File: src/sv/lisr_pkg.sv
package lisr_pkg;

	// Field and state widths.
	localparam int unsigned SAMPLE_W = 8;
	localparam int unsigned AUDIO_W  = 16;
	localparam int unsigned PHASE_W  = 16;
	localparam int unsigned STEP_W   = 20;
	localparam int unsigned INT_W    = STEP_W + 1 - PHASE_W;
	localparam int unsigned SKIP_W   = 5;
	localparam int unsigned PROD_W   = 25;

	// Most outputs produced from one sample pair.
	localparam int unsigned MAX_OUT = 64;
	localparam int unsigned CNT_W   = $clog2(MAX_OUT + 1);

	localparam logic [STEP_W-1:0] STEP_RESET = 20'h10000;

	// Commands from the controller to the datapath.
	typedef struct packed {
		logic take_in;      // latch the incoming item
		logic window_step;  // load or skip the incoming byte, no output
		logic step_mul;     // advance phase and form both products
		logic emit_smp;     // load an interpolated sample into the output register
		logic emit_bare;    // load a bare end marker into the output register
	} lisr_cmd_t;

	// Status from the datapath to the controller.
	typedef struct packed {
		logic pair_ok;   // a held sample is present and nothing is being skipped
		logic last_due;  // the pending sample is the last one of this item
		logic out_free;  // the output register can take a new item
	} lisr_sts_t;

endpackage

File: src/sv/linear_interp_sample_resampler.sv
// Linear interpolation resampler: unsigned 8-bit samples come in on the s_ stream
// (s_tlast marks the final byte of a sound) and signed 16-bit samples leave on the m_
// stream at a rate set by the 4.16 phase step written through cfg_. An input item
// that only fills or skips the window is taken with no output. An item that completes
// a pair is accepted and then gives each output through a multiply stage and then the
// sum into the output register, up to the cap of 64 outputs; the output register
// paces this when m_tready is held low. A final byte without a pair gives one bare
// end marker. m_tlast marks the last output caused by an input item; m_tuser carries
// the sample-valid flag and the end-of-sound flag. Write the phase step only while
// the block is idle.
module linear_interp_sample_resampler (
	input  logic        clk,
	input  logic        arst_n,
	// Configuration write: phase step.
	input  logic        cfg_valid,
	output logic        cfg_ready,
	input  logic [19:0] cfg_data,
	// Input stream.
	input  logic        s_tvalid,
	output logic        s_tready,
	input  logic [7:0]  s_tdata,   // [7:0] sample_byte
	input  logic        s_tlast,   // final_sample
	// Output stream.
	output logic        m_tvalid,
	input  logic        m_tready,
	output logic [15:0] m_tdata,   // [15:0] audio_out
	output logic [1:0]  m_tuser,   // [0] sample_valid, [1] sound_end
	output logic        m_tlast    // run_last
);
	import lisr_pkg::*;

	lisr_cmd_t cmd;
	lisr_sts_t sts;

	assign cfg_ready = 1'b1;

	lisr_ctrl u_ctrl (
		.clk      (clk),
		.arst_n   (arst_n),
		.s_tvalid (s_tvalid),
		.s_tlast  (s_tlast),
		.s_tready (s_tready),
		.sts      (sts),
		.cmd      (cmd)
	);

	lisr_dp u_dp (
		.clk         (clk),
		.arst_n      (arst_n),
		.cfg_valid   (cfg_valid),
		.cfg_data    (cfg_data),
		.in_byte     (s_tdata),
		.in_fin      (s_tlast),
		.cmd         (cmd),
		.sts         (sts),
		.m_tready    (m_tready),
		.m_tvalid    (m_tvalid),
		.m_audio     (m_tdata),
		.m_smp_valid (m_tuser[0]),
		.m_run_last  (m_tlast),
		.m_sound_end (m_tuser[1])
	);

endmodule

File: src/sv/lisr_ctrl.sv
module lisr_ctrl (
	input  logic                  clk,
	input  logic                  arst_n,
	input  logic                  s_tvalid,
	input  logic                  s_tlast,
	output logic                  s_tready,
	input  lisr_pkg::lisr_sts_t   sts,
	output lisr_pkg::lisr_cmd_t   cmd
);
	import lisr_pkg::*;

	typedef enum logic [1:0] {
		S_IDLE,
		S_MUL,
		S_EMIT,
		S_BARE
	} state_t;

	state_t state_q;
	logic   accept;

	assign s_tready = (state_q == S_IDLE);
	assign accept   = s_tvalid && s_tready;

	// Command decode from the current state and status.
	always_comb begin
		cmd             = '0;
		cmd.take_in     = accept;
		cmd.window_step = accept && !sts.pair_ok && !s_tlast;
		cmd.step_mul    = (state_q == S_MUL);
		cmd.emit_smp    = (state_q == S_EMIT) && sts.out_free;
		cmd.emit_bare   = (state_q == S_BARE) && sts.out_free;
	end

	// State register.
	always_ff @(posedge clk or negedge arst_n) begin
		if (!arst_n) begin
			state_q <= S_IDLE;
		end else begin
			unique case (state_q)
				S_IDLE: begin
					if (accept) begin
						if (sts.pair_ok) begin
							state_q <= S_MUL;
						end else if (s_tlast) begin
							state_q <= S_BARE;
						end
					end
				end
				S_MUL: begin
					state_q <= S_EMIT;
				end
				S_EMIT: begin
					if (sts.out_free) begin
						state_q <= sts.last_due ? S_IDLE : S_MUL;
					end
				end
				S_BARE: begin
					if (sts.out_free) begin
						state_q <= S_IDLE;
					end
				end
				default: begin
					state_q <= S_IDLE;
				end
			endcase
		end
	end

endmodule

File: src/sv/lisr_dp.sv
module lisr_dp (
	input  logic                              clk,
	input  logic                              arst_n,
	input  logic                              cfg_valid,
	input  logic [lisr_pkg::STEP_W-1:0]       cfg_data,
	input  logic [lisr_pkg::SAMPLE_W-1:0]     in_byte,
	input  logic                              in_fin,
	input  lisr_pkg::lisr_cmd_t               cmd,
	output lisr_pkg::lisr_sts_t               sts,
	input  logic                              m_tready,
	output logic                              m_tvalid,
	output logic [lisr_pkg::AUDIO_W-1:0]      m_audio,
	output logic                              m_smp_valid,
	output logic                              m_run_last,
	output logic                              m_sound_end
);
	import lisr_pkg::*;

	logic [STEP_W-1:0]   step_q;
	logic [SAMPLE_W-1:0] held_q;
	logic                have_held_q;
	logic [PHASE_W-1:0]  phase_q;
	logic [SKIP_W-1:0]   skip_q;
	logic [CNT_W-1:0]    n_q;
	logic [SAMPLE_W-1:0] byte_q;
	logic                fin_q;

	logic [INT_W-1:0]         k_s1;
	logic signed [PROD_W-1:0] prod_a_s1;
	logic signed [PROD_W-1:0] prod_b_s1;

	logic                out_valid_q;
	logic [AUDIO_W-1:0]  out_audio_q;
	logic                out_smp_q;
	logic                out_last_q;
	logic                out_end_q;

	logic [STEP_W:0]          phase_sum;
	logic [PHASE_W-1:0]       frac;
	logic signed [PHASE_W:0]  w_cur;
	logic signed [PHASE_W:0]  w_nxt;
	logic signed [SAMPLE_W-1:0] d_cur;
	logic signed [SAMPLE_W-1:0] d_nxt;
	logic signed [PROD_W-1:0] mul_a;
	logic signed [PROD_W-1:0] mul_b;
	logic signed [PROD_W-1:0] interp_sum;
	logic                     last_due;
	logic                     out_load;

	// Phase advance and the two weighted products; samples offset by 0x80.
	assign phase_sum  = {{(STEP_W + 1 - PHASE_W){1'b0}}, phase_q} + {1'b0, step_q};
	assign frac       = phase_sum[PHASE_W-1:0];
	assign w_cur      = $signed({1'b0, ~frac});
	assign w_nxt      = $signed({1'b0, frac});
	assign d_cur      = $signed({~held_q[SAMPLE_W-1], held_q[SAMPLE_W-2:0]});
	assign d_nxt      = $signed({~byte_q[SAMPLE_W-1], byte_q[SAMPLE_W-2:0]});
	assign mul_a      = w_cur * d_cur;
	assign mul_b      = w_nxt * d_nxt;
	assign interp_sum = prod_a_s1 + prod_b_s1;

	assign last_due = (k_s1 != '0) || (n_q == CNT_W'(MAX_OUT));
	assign out_load = cmd.emit_smp || cmd.emit_bare;

	assign sts.pair_ok  = have_held_q && (skip_q == '0);
	assign sts.last_due = last_due;
	assign sts.out_free = !out_valid_q || m_tready;

	// Rate register.
	always_ff @(posedge clk or negedge arst_n) begin
		if (!arst_n) begin
			step_q <= STEP_RESET;
		end else if (cfg_valid) begin
			step_q <= cfg_data;
		end
	end

	// Window state: held sample, phase and skip count.
	always_ff @(posedge clk or negedge arst_n) begin
		if (!arst_n) begin
			held_q      <= '0;
			have_held_q <= 1'b0;
			phase_q     <= '0;
			skip_q      <= '0;
		end else begin
			if (cmd.window_step) begin
				if (skip_q != '0) begin
					skip_q <= skip_q - SKIP_W'(1);
				end else begin
					held_q      <= in_byte;
					have_held_q <= 1'b1;
				end
			end
			if (cmd.step_mul) begin
				phase_q <= frac;
			end
			if (cmd.emit_bare || (cmd.emit_smp && last_due && fin_q)) begin
				held_q      <= '0;
				have_held_q <= 1'b0;
				phase_q     <= '0;
				skip_q      <= '0;
			end else if (cmd.emit_smp && last_due) begin
				if (k_s1 >= INT_W'(2)) begin
					have_held_q <= 1'b0;
					skip_q      <= SKIP_W'(k_s1 - INT_W'(2));
				end else begin
					held_q <= byte_q;
				end
			end
		end
	end

	// Output count for the current pair.
	always_ff @(posedge clk or negedge arst_n) begin
		if (!arst_n) begin
			n_q <= '0;
		end else if (cmd.take_in) begin
			n_q <= '0;
		end else if (cmd.step_mul) begin
			n_q <= n_q + CNT_W'(1);
		end
	end

	// Incoming item and the multiply stage.
	always_ff @(posedge clk) begin
		if (cmd.take_in) begin
			byte_q <= in_byte;
			fin_q  <= in_fin;
		end
		if (cmd.step_mul) begin
			k_s1      <= phase_sum[STEP_W:PHASE_W];
			prod_a_s1 <= mul_a;
			prod_b_s1 <= mul_b;
		end
	end

	// Output register valid flag.
	always_ff @(posedge clk or negedge arst_n) begin
		if (!arst_n) begin
			out_valid_q <= 1'b0;
		end else if (out_load) begin
			out_valid_q <= 1'b1;
		end else if (m_tready) begin
			out_valid_q <= 1'b0;
		end
	end

	// Output register payload; the floor shift by 8 keeps bits 23 to 8.
	always_ff @(posedge clk) begin
		if (cmd.emit_smp) begin
			out_audio_q <= interp_sum[AUDIO_W+7:8];
			out_smp_q   <= 1'b1;
			out_last_q  <= last_due;
			out_end_q   <= last_due && fin_q;
		end else if (cmd.emit_bare) begin
			out_audio_q <= '0;
			out_smp_q   <= 1'b0;
			out_last_q  <= 1'b1;
			out_end_q   <= 1'b1;
		end
	end

	assign m_tvalid    = out_valid_q;
	assign m_audio     = out_audio_q;
	assign m_smp_valid = out_smp_q;
	assign m_run_last  = out_last_q;
	assign m_sound_end = out_end_q;

	// The output register is loaded only when it is empty or being drained.
	a_no_overwrite: assert property (@(posedge clk) disable iff (!arst_n)
		out_load |-> (!out_valid_q || m_tready))
		else $error("output register overwritten while still held");

	// A nonzero skip count only exists while the window is empty.
	a_skip_empty: assert property (@(posedge clk) disable iff (!arst_n)
		(skip_q != '0) |-> !have_held_q)
		else $error("skip count set while a sample is held");

	// The end of a sound leaves the window state cleared.
	a_end_clears: assert property (@(posedge clk) disable iff (!arst_n)
		(cmd.emit_bare || (cmd.emit_smp && last_due && fin_q)) |=>
		(!have_held_q && (phase_q == '0) && (skip_q == '0) && (held_q == '0)))
		else $error("state not cleared after end of sound");

	// Never more outputs from one pair than the cap.
	a_count_cap: assert property (@(posedge clk) disable iff (!arst_n)
		n_q <= CNT_W'(MAX_OUT))
		else $error("output count exceeds cap");

endmodule

File: config.mk
export PLATFORM = sky130hd
export DESIGN_NAME = linear_interp_sample_resampler
export DESIGN_NICKNAME = d
export VERILOG_FILES = /design/src/sv/lisr_pkg.sv /design/src/sv/linear_interp_sample_resampler.sv /design/src/sv/lisr_ctrl.sv /design/src/sv/lisr_dp.sv
export SDC_FILE = /design/constraint.sdc
export NUM_CORES = 1
export LEC_CHECK = 0
export BUFFER_PORTS_ARGS = -buffer_cell sky130_fd_sc_hd__buf_2
export CORE_AREA = 2 2 240 242
export CTS_BUF_LIST = sky130_fd_sc_hd__clkbuf_4 sky130_fd_sc_hd__clkbuf_8 sky130_fd_sc_hd__clkbuf_16
export CTS_CLUSTER_DIAMETER = 150
export DETAILED_ROUTE_END_ITERATION = 12
export DIE_AREA = 0 0 242 244
export GPL_ROUTABILITY_DRIVEN = 1
export PLACE_DENSITY = 0.54
export SLEW_MARGIN = 20
export SYNTH_ARGS = -nofsm -noshare
export SYNTH_HDL_FRONTEND = slang
export SYNTH_SLANG_ARGS = --single-unit
File: constraint.sdc
create_clock -name clk -period 16.65 [get_ports clk]
set_input_delay 4.995 -clock clk [delete_from_list [all_inputs] [get_ports clk]]
set_output_delay 4.995 -clock clk [all_outputs]
set_load 0.03 [all_outputs]
### After elaboration in Yosys (flattened, before gate mapping)

Index checks and enable logic that the tools add are counted.

* $add $sub $neg: 5
* multipliers: 2
* $lt $le $gt $ge: 1
* eq/ne operators: 8
* multiplexer cells: 33
* bitwise operators: 3
* reduce and logical (&&, ||, !) cells: 25

Operators by type and width (number)
* 16-bit 2-to-1 mux: 4
* 17-bit by 8-bit multiplier with 24-bit output: 2
* 8-bit 2-to-1 mux: 5
* 5-bit 2-to-1 mux: 5
* 24-bit adder: 1
* 16-bit by 20-bit adder with 21-bit output: 1
* 16-bit inverter: 1
* 7-bit 2-to-1 mux: 2
* 1-bit 2-to-1 mux: 11
* 2-bit 2-to-1 mux: 5
* 5-bit nonzero test: 2
* 1-bit logical AND: 9
* 2-bit case mux with 4 select lines: 1
* 2-bit nonzero test: 4
* 7-bit by 1-bit adder with 7-bit output (second input constant): 1
* 7-bit == test (second input constant): 1
* 5-bit by 2-bit greater-or-equal comparator with 1-bit output (second input constant): 1
* 5-bit zero test: 1
* 5-bit by 1-bit subtractor with 5-bit output (second input constant): 1
* 5-bit by 2-bit subtractor with 5-bit output (second input constant): 1
* 2-bit == test (second input constant): 2
* 1-bit logical OR: 4
* 2-bit by 1-bit != test with 1-bit output (second input constant): 2
* 4-bit AND reduction: 1
* 6 further kinds: 9

* flip-flop bits (word level): 141
* output and inout bits: 22
* logic and storage cells: 94

### Longest topological paths before layout

Gate-level depths: netlist of the first run.

* word-level depth: 9
* depth in mapped cells: 26
* mapped depth without buffers: 25

### By module

Synthesis of the first run repeated with hierarchy kept, for this count alone.

* cells, all modules: 1623
* area total of the unflattened synthesis: 15909.0 um2

By module, submodules not included
* lisr_dp: times used 1, cells an instance 1604, area an instance 15746.4 um2
* lisr_ctrl: times used 1, cells an instance 17, area an instance 151.4 um2
* linear_interp_sample_resampler: times used 1, cells an instance 2, area an instance 11.3 um2

### Least setup slack after synthesis of the first run

OpenSTA, ideal clock, no wires.

* path kind: register -> register
* start: register u_dp.phase_q[0]
* end: register u_dp.prod_b_s1[23] (data pin)
* library setup time: 0.271 ns
* data arrival time: 6.266 ns
* data required time: 16.379 ns
* path slack: 10.113 ns
* cell stages (with the launch flop): 24
* buffers on the path: 0
* clock period less this slack: 6.537 ns
* cells stage by stage: dfrtp_1 ha_1 fa_1 a21oi_1 o21a_1 o21ai_2 a221o_2 mux2i_4 nand2_1 and2_1 fa_1 fa_1 fa_1 inv_1 fa_1 inv_1 ha_1 and3_1 a221o_1 a2111o_1 a31oi_1 a21boi_1 mux2i_1 o311ai_1

* longest elaborated chain between the ends: 2

RTL lines
* start: declaration: RTL line lisr_dp.sv:22 `logic [PHASE_W-1:0] phase_q;`
* start signal: assignment: RTL line lisr_dp.sv:94 `phase_q <= frac;`
* 16-bit by 20-bit adder with 21-bit output: RTL line lisr_dp.sv:51 `assign phase_sum = {{(STEP_W + 1 - PHASE_W){1'b0}}, phase_q} + {1'b0, step_q};`
* 17-bit by 8-bit multiplier with 24-bit output: RTL line lisr_dp.sv:58 `assign mul_b = w_nxt * d_nxt;`
* named net u_dp.mul_b[23]: RTL line lisr_dp.sv:45 `logic signed [PROD_W-1:0] mul_b;`
* end signal: assignment: RTL line lisr_dp.sv:132 `prod_b_s1 <= mul_b;`
* end: declaration: RTL line lisr_dp.sv:30 `logic signed [PROD_W-1:0] prod_b_s1;`

The timed path passes the listed nets, and every way through them passes these cells.
A chain may end at the register's enable or synchronous reset.

### Worst setup path in the final report of the first run

Same ends and word-level chain as after synthesis.

==> reports/metrics.csv, run 1 <==
metric,value,unit
status,"complete, no violations",
number of buffers and inverters on the critical path,3,
IO buf count,54,
Async SR Flop Fraction,42.55,%
cell mode on critical path,fa_1,
largest net degree at the start of global routing,61,
GR Overflow Total,0,
mean area per synthesized cell,9.820,sq um
Max transition margin,28.95,%
Fmax,0.1358,GHz
Post-CTS Hold Buffers,0,
Setup CP Type,register to register,
GPL Wtd Cong,0.8262,
Worst Path Arrival,7530,ps
clock skew,9.038,ps
Skew-Pair Late Insertion Delay,450,ps
fin crit share,44.22,%
Unique masters post-synth,85,
largest cells by area after synthesis,"fa_1 (22%), edfxtp_1 (15%), ha_1 (12%)",
CTS Buf Count,17,
Ys Warns,0,
post-route ant nets,0,
Yosys top cell area share,21.81,%
min Tclk post-route,7362,ps
first-pass GRT wire length,62460,um
Ports,56,
worst r2r src,u_dp.phase_q[0],
post-CTS setup repair buffer count,0,
DRC,0,
Sink Count,141,
Setup TNS,0,ps
crit path from,u_dp.phase_q[0],
fill count,5860,
Storage cell area,3925,sq um
Max Cap Viol,0,
core area,56170,sq um
Critical-path top delay cell,xor2_1,
crit path max fanout,8,
Detailed Route WL,37860,um
leading area contributor after synthesis,fa_1,
cell breakdown of the critical path,ha_1 > fa_1 > a21oi_1 > o21a_1 > o21ai_2 > a221o_2 > xor2_1 > nand2_1 > fa_1 > inv_1 > fa_1 > fa_1 > inv_1 > fa_1 > inv_1 > ha_1 > and3_1 > a221o_1 > a2111o_1 > a31oi_1 > a21boi_1 > mux2i_1 > o311ai_1,
H-tree Lvls,4,
ys flop type,edfxtp_1,
root buffer cell,clkbuf_16,
CTS tree,done,
vias in the first global route,11723,
drt pass-1 iters,6,
Post-Syn Area,15690,sq um
worst min path class,register to register,
hpwl dp,29960,um
Syn Nets,1957,
clk buf depth,2,
area of the multi-input gates,10670,sq um
crit-path max cell delay,610,ps
Final Non-Filler Cells,2402,
CP required,16820,ps
Placed Area,16820,sq um
DIE WIDTH,242,um
antenna cells,0,
layout cells sized above 1,8.870,%
initial drt markers,566,
Post-Place Cells,2370,
"EDFF count, synth",80,
"Seq/Total Area, Yosys",25.01,%
Synth-to-Final Area Change,11.20,%
routed length per placed instance,15.76,um
Starting Density,27.94,%
initial antenna violation count,0,
"CP delay by family, top",adder cells,
GRT Util Overall,13.26,%
Final Hold Viols,0,
Die ar.,59050,sq um
post-CTS sizing,0,
Final #Nets,1992,
clock-pin slew on the worst setup and hold paths,60,ps
DR vias/cell,4.614,
CP Capture Type,register,
"flops & latches, synth",141,
RSZ-0062 raised after global routing,no,
row cnt,87,
DR vias,11083,
Pins Over Slew Limit,0,
CP Launch Type,register,
Slew @ Worst Pin,1058,ps
Die Y,244,um
Synth Instances,1598,
# setup viols final,0,
post-layout instance area,17450,sq um
hold_sp,u_dp.m_smp_valid,
==> cell usage in the layout (no fill, tap or decap), types with 23 or more instances in the layout <==
cell,synthesis,final
nor2b_1,73,73
a21o_1,29,29
fa_1,171,171
nor3_1,23,23
o21ai_0,28,28
edfxtp_1,80,80
buf_2,1,54
nor2_1,87,87
dfrtp_1,59,59
and2_1,122,122
nand2_1,96,96
ha_1,154,154
a21oi_1,63,62
xnor2_1,43,41
a211oi_1,25,25
nand2b_1,26,26
inv_1,244,243
==> metal layers <==
layer / vias to the layer above / GRT usage (%) / wire length, um
li1: 5343 / - / -
met2: 204 / 21.51 / 17210
met5: - / 0 / 0
met3: 28 / 2.250 / 1313
met4: 0 / 3.141 / 587
met1: 5508 / 18.43 / 18750
==> synthesized netlist by cell type (23+ instances only) <==
master and n:
edfxtp_1 80, nand2_1 96, fa_1 171, xnor2_1 43, a21o_1 29, a21oi_1 63, nor3_1 23, ha_1 154
inv_1 244, and2_1 122, nor2_1 87, nor2b_1 73, a211oi_1 25, o21ai_0 28, clkbuf_1 39, dfrtp_1 59
nand2b_1 26
==> worst paths after layout <==
check / end / slack, ps / cells after the start
max: u_dp.prod_b_s1[23] / 9290 / 23
min: u_dp.m_smp_valid / 450 / 2
max reg2reg: u_dp.prod_b_s1[23] / 9290 / 23
min reg2reg: u_dp.m_smp_valid / 450 / 2
max in group asynchronous: u_dp.phase_q[15] / 11420 / 2
min in group asynchronous: u_dp.n_q[2] / 4710 / 2
==> registers in the layout, summed over array words and instances, names as in the netlist <==
| signal | count |
|---|---|
| u_dp.prod_a_s1 | 24 |
| u_dp.prod_b_s1 | 24 |
| u_dp.step_q | 20 |
| u_dp.m_audio | 16 |
| u_dp.phase_q | 16 |
| u_dp.byte_q | 8 |
| u_dp.held_q | 8 |
| u_dp.n_q | 7 |
| u_dp.k_s1 | 5 |
| u_dp.skip_q | 5 |
| u_ctrl.state_q | 2 |
| u_dp.fin_q | 1 |
| u_dp.have_held_q | 1 |
| u_dp.m_run_last | 1 |
| u_dp.m_smp_valid | 1 |
| u_dp.m_sound_end | 1 |
| u_dp.m_tvalid | 1 |
==> worst reg2reg max path, stage by stage (launching register included) <==
cell and delay (ps):
dfrtp_1 380, ha_1 220, fa_1 430, a21oi_1 290, o21a_1 180, o21ai_2 80, a221o_2 480, xor2_1 610
nand2_1 200, fa_1 590, inv_1 60, fa_1 490, fa_1 490, inv_1 50, fa_1 470, inv_1 40
ha_1 350, and3_1 250, a221o_1 340, a2111o_1 440, a31oi_1 230, a21boi_1 110, mux2i_1 160, o311ai_1 130
==> stage by stage <==
stage	worst slack, ps	hold slack [ps]	util [%]
floorplan	10110	422.8	-
global placement	9480	475.2	29.95
detailed placement	9263	438.6	29.95
CTS	9250	447.1	31.07
global route	8955	471.6	31.07
finish	9288	448.5	31.07
==> cells by family (layout without fill, tap and decap cells) <==
logic type	after synthesis	after routing	share of synthesized area, %
AO/OA/AOI/OAI	242	242	10.79
AND/OR/NAND/NOR	495	495	16.69
XOR/XNOR	65	65	3.723
adder cells (fa/ha/maj)	325	325	34.09
multiplexers	34	34	2.408
flip-flops	141	141	25.01
other	1	1	0.02390
buffers and inverters	295	343	7.264
==> cell type report <==
class | count | share of cell area (%)
inverter | 244 | 5.248
tap | 756 | 5.421
timing repair buffer | 67 | 2.108
clock buffer | 25 | 3.191
sequential | 141 | 22.49
clock inverter | 7 | 0.4087
multi-input combinational | 1162 | 61.13
Power of run 1 is left out: the tool's default activity adds up to more than one toggle a clock period on the data nets, which glitch-free logic cannot reach.
==> inputs of run 2 (changes only) <==
==> constraint.sdc (replaced) <==
create_clock -name clk -period 7.2 [get_ports clk]
set_input_delay 2.16 -clock clk [delete_from_list [all_inputs] [get_ports clk]]
set_output_delay 2.16 -clock clk [all_outputs]
set_load 0.03 [all_outputs]
==> reports/metrics.csv, run 2 (synthesized netlist as in run 1, its figures left out) <==
metric,value,unit
clock skew,11.26,ps
clk buf depth,2,
hpwl dp,30000,um
antenna cells,0,
Register-to-Register Path Depth,23,
IO buf count,54,
met1 WL,18600,um
Die ar.,59050,sq um
DRC,0,
status,"complete, no violations",
post-CTS setup repair buffer count,0,
WL met2,17110,um
# setup viols final,0,
Starting Density,27.94,%
CTS Buf Count,17,
first-pass GRT wire length,61310,um
Skew-Pair Late Insertion Delay,440,ps
layout cells sized above 1,9.409,%
fin crit share,95.75,%
DR top layer,met4,
Sink Count,141,
worst min path class,register to register,
"commonest non-fill, non-tap cell in the layout",inv_1,
core area,56170,sq um
Max transition margin,30.40,%
Slew @ Worst Pin,1036,ps
row cnt,87,
initial antenna violation count,0,
Die Y,244,um
hold path cells,2,
DR vias/cell,4.572,
clock-pin slew on the worst setup and hold paths,60,ps
H-tree Lvls,4,
CP required,7380,ps
DIE WIDTH,242,um
RSZ-0062 raised after global routing,no,
largest net degree at the start of global routing,69,
post-route ant nets,0,
Synth-to-Final Area Change,11.70,%
Final Hold Viols,0,
CP Capture Type,register,
routed length per placed instance,15.55,um
Worst Path Arrival,7070,ps
CP Launch Type,register,
crit path max fanout,8,
Fmax,0.1451,GHz
Detailed Route WL,37550,um
vias in the first global route,11398,
root buffer cell,clkbuf_16,
initial drt markers,489,
Setup CP Type,register to register,
GR Overflow Total,0,
most frequent cells in the layout,"inv_1 (243), fa_1 (171), ha_1 (154)",
Ports,56,
Setup TNS,0,ps
Final #Nets,2004,
met3 WL,1424,um
Top Registers,"u_dp.prod_a_s1: 24 flops, u_dp.prod_b_s1: 24 flops, u_dp.step_q: 20 flops",
CTS tree,done,
DR vias,11038,
Pins Over Slew Limit,0,
GRT Util Overall,13.06,%
GPL Wtd Cong,0.8070,
Max Cap Viol,0,
min Tclk post-route,6894,ps
drt pass-1 iters,5,
==> run 2: worst paths after layout <==
path                                           end             start  slack [ps]
worst max-delay path            u_dp.prod_b_s1[23]   u_dp.phase_q[0]         310
worst min register to register    u_dp.m_smp_valid  u_dp.m_smp_valid         450
worst min-delay path              u_dp.m_smp_valid  u_dp.m_smp_valid         450
max in group asynchronous         u_dp.phase_q[14]            arst_n        4800
min in group asynchronous              u_dp.n_q[1]            arst_n        1870
worst max register to register  u_dp.prod_b_s1[23]   u_dp.phase_q[0]         310
==> run 2: metrics by stage <==
step	hold slack, ps	area, sq um	utilization, %	std cells	setup WS (ps)
after detailed placement	446.1	16880	30.06	2382	204.4
after global placement	445.5	16880	30.06	2382	284.1
after floorplan	422.8	15690	-	1598	663.1
final	454.7	17530	31.21	2414	305.8
after global routing	506.3	17530	31.21	2414	1.817
after CTS	456.3	17520	31.19	2414	189.2
==> run 2: final cells by class <==
| class | count | area, sq um |
|---|---|---|
| multi-input combinational | 1162 | 10650 |
| sequential | 141 | 3925 |
| clock buffer | 21 | 485.5 |
| timing repair buffer | 79 | 457.9 |
| fill | 5918 | 38640 |
| clock inverter | 11 | 153.9 |
| tap | 756 | 945.9 |
| inverter | 244 | 915.9 |
==> run 2: repair_timing <==
action                     in CTS  in global routing
setup endpoints to repair       0                  4
hold buffers                    0                  0
resized for setup               0                  4
hold endpoints to repair        0                  0
==> run 2: critical path: stages (launching register included) <==
cell and delay, ps:
dfrtp_1 380, ha_1 230, fa_1 450, a21oi_2 210, o21a_1 160, o21ai_2 70
a221o_2 480, mux2i_4 210, nand2_2 140, and2_1 260, fa_1 500, fa_1 510
fa_1 490, inv_1 50, fa_1 500, inv_1 50, ha_1 350, and3_1 210
a221o_1 330, a2111o_1 450, a31oi_1 230, a21boi_1 110, mux2i_1 160, o311ai_1 110
==> run 2: routing by layer <==
layer / vias up / global-route usage (%)
met2: 191 / 21.17
met1: 5432 / 18.06
met3: 29 / 2.524
met4: 0 / 2.850
li1: 5386 / -
met5: - / 0
Power of run 2 is left out for the same reason.
==> inputs of run 3 (changes only) <==
==> constraint.sdc (replaced) <==
create_clock -name clk -period 6.5 [get_ports clk]
set_input_delay 1.95 -clock clk [delete_from_list [all_inputs] [get_ports clk]]
set_output_delay 1.95 -clock clk [all_outputs]
set_load 0.03 [all_outputs]
==> reports/metrics.csv, run 3 (synthesized netlist as in run 1, its figures left out) <==
metric,value,unit
GR Overflow Total,0,
Final Non-Filler Cells,2482,
crit path from,u_dp.phase_q[0],
number of cells on the critical path,26,
crit-path max cell delay,520,ps
r2r endpoint,u_dp.prod_a_s1[19],
hpwl dp,31340,um
"commonest non-fill, non-tap cell in the layout",inv_1,
clock-pin slew on the worst setup and hold paths,70,ps
DRC,0,
Die ar.,59050,sq um
fin crit share,99.20,%
core area,56170,sq um
Final #Nets,2072,
worst r2r src,u_dp.phase_q[0],
Register-to-Register Path Depth,26,
vias in the first global route,11931,
Sink Count,141,
CP Launch Type,register,
CP Capture Type,register,
# setup viols final,0,
Fmax,0.1551,GHz
Synth-to-Final Area Change,17.34,%
Setup TNS,0,ps
number of buffers and inverters on the critical path,7,
RSZ-0062 raised after global routing,yes,
most frequent cells in the layout,"inv_1 (241), fa_1 (169), ha_1 (145)",
Critical-path top delay cell,fa_1,
H-tree Lvls,4,
post-route ant nets,0,
Die Y,244,um
Max Cap Viol,0,
Placed Area,17370,sq um
clk buf depth,2,
crit path max fanout,4,
Critical path destination,u_dp.prod_a_s1[19],
Slew @ Worst Pin,916.7,ps
CTS tree,done,
DIE WIDTH,242,um
DR vias/cell,4.560,
root buffer cell,clkbuf_16,
antenna cells,0,
first-pass GRT wire length,64200,um
CTS Buf Count,17,
routed length per placed instance,15.73,um
status,"complete, no violations",
row cnt,87,
Skew-Pair Late Insertion Delay,450,ps
Top Registers,"u_dp.prod_a_s1: 24 flops, u_dp.prod_b_s1: 24 flops, u_dp.step_q: 20 flops",
Detailed Route WL,39050,um
Setup CP Type,register to register,
CP required,6690,ps
Ports,56,
clock skew,12.13,ps
initial drt markers,592,
worst min path class,register to register,
GRT Util Overall,13.61,%
Final Hold Viols,0,
Max transition margin,38.03,%
min Tclk post-route,6448,ps
Pins Over Slew Limit,0,
initial antenna violation count,0,
cell mode on critical path,inv_1,
Starting Density,27.94,%
DR vias,11319,
R2R setup slack,50,ps
Worst Path Arrival,6640,ps
"CP delay by family, top",adder cells,
IO buf count,54,
GPL Wtd Cong,0.8213,
drt pass-1 iters,5,
post-layout instance area,18410,sq um
hold path cells,2,
Post-Place Cells,2441,
largest net degree at the start of global routing,61,
fill count,5791,
layout cells sized above 1,15.59,%
[run 3: worst min path at each step]
stage / startpoint / endpoint
floorplan: u_dp.m_smp_valid / u_dp.m_smp_valid
global placement: u_dp.m_smp_valid / u_dp.m_smp_valid
detailed placement: u_dp.m_smp_valid / u_dp.m_smp_valid
CTS: u_dp.m_smp_valid / u_dp.m_smp_valid
global route: u_dp.m_smp_valid / u_dp.m_smp_valid
finish: u_dp.m_smp_valid / u_dp.m_smp_valid
[run 3: cell type report]
| class | instances | area, sq um | share of cell area, % |
|---|---|---|---|
| Clock inverter | 8 | 86.33 | 0.4688 |
| Tap cell | 756 | 945.9 | 5.137 |
| Clock buffer | 24 | 560.5 | 3.044 |
| Multi-Input combinational cell | 1162 | 10960 | 59.52 |
| Sequential cell | 141 | 3925 | 21.32 |
| Inverter | 244 | 915.9 | 4.974 |
| Timing Repair Buffer | 147 | 1021 | 5.545 |
[run 3: metrics by stage]
step / hold WS (ps) / worst slack, ps / utilization [%]
final: 455.3 / 51.92 / 32.78
after global placement: 448.1 / -95.87 / 30.92
after detailed placement: 444.1 / -161.8 / 30.92
after CTS: 453.0 / 0.5929 / 32.17
after global routing: 489.3 / -151.5 / 32.78
after floorplan: 422.8 / 36.86 / -
[run 3: routing by layer]
metal	up-vias	global-route usage (%)	part of all wire [%]
li1	5515	-	-
met1	5591	18.85	49
met2	186	22.44	47
met3	27	2.206	3.3
met4	0	2.760	0.94
met5	-	0	0
[run 3: worst reg2reg max path, cell delays in order (launching register included)]
cell	delay [ps]
dfrtp_1	380
ha_2	210
fa_2	420
a21oi_4	170
o21a_1	160
o21ai_2	70
a221o_2	450
buf_4	190
xnor2_4	130
and2_1	190
ha_1	270
inv_1	50
fa_1	490
inv_1	50
fa_1	520
inv_1	50
fa_1	480
inv_1	60
ha_4	270
a2111oi_4	290
o21a_1	230
o31ai_4	90
o22a_1	260
o41ai_4	340
buf_4	190
buf_4	100
xnor2_1	50
[run 3: what timing repair did]
item                       CTS  global route
hold buffers                 0             0
setup endpoints to repair    8            15
setup buffers                4             5
gates resized for setup      6            64
pin swaps                    5            23
Power of run 3 is left out for the same reason.
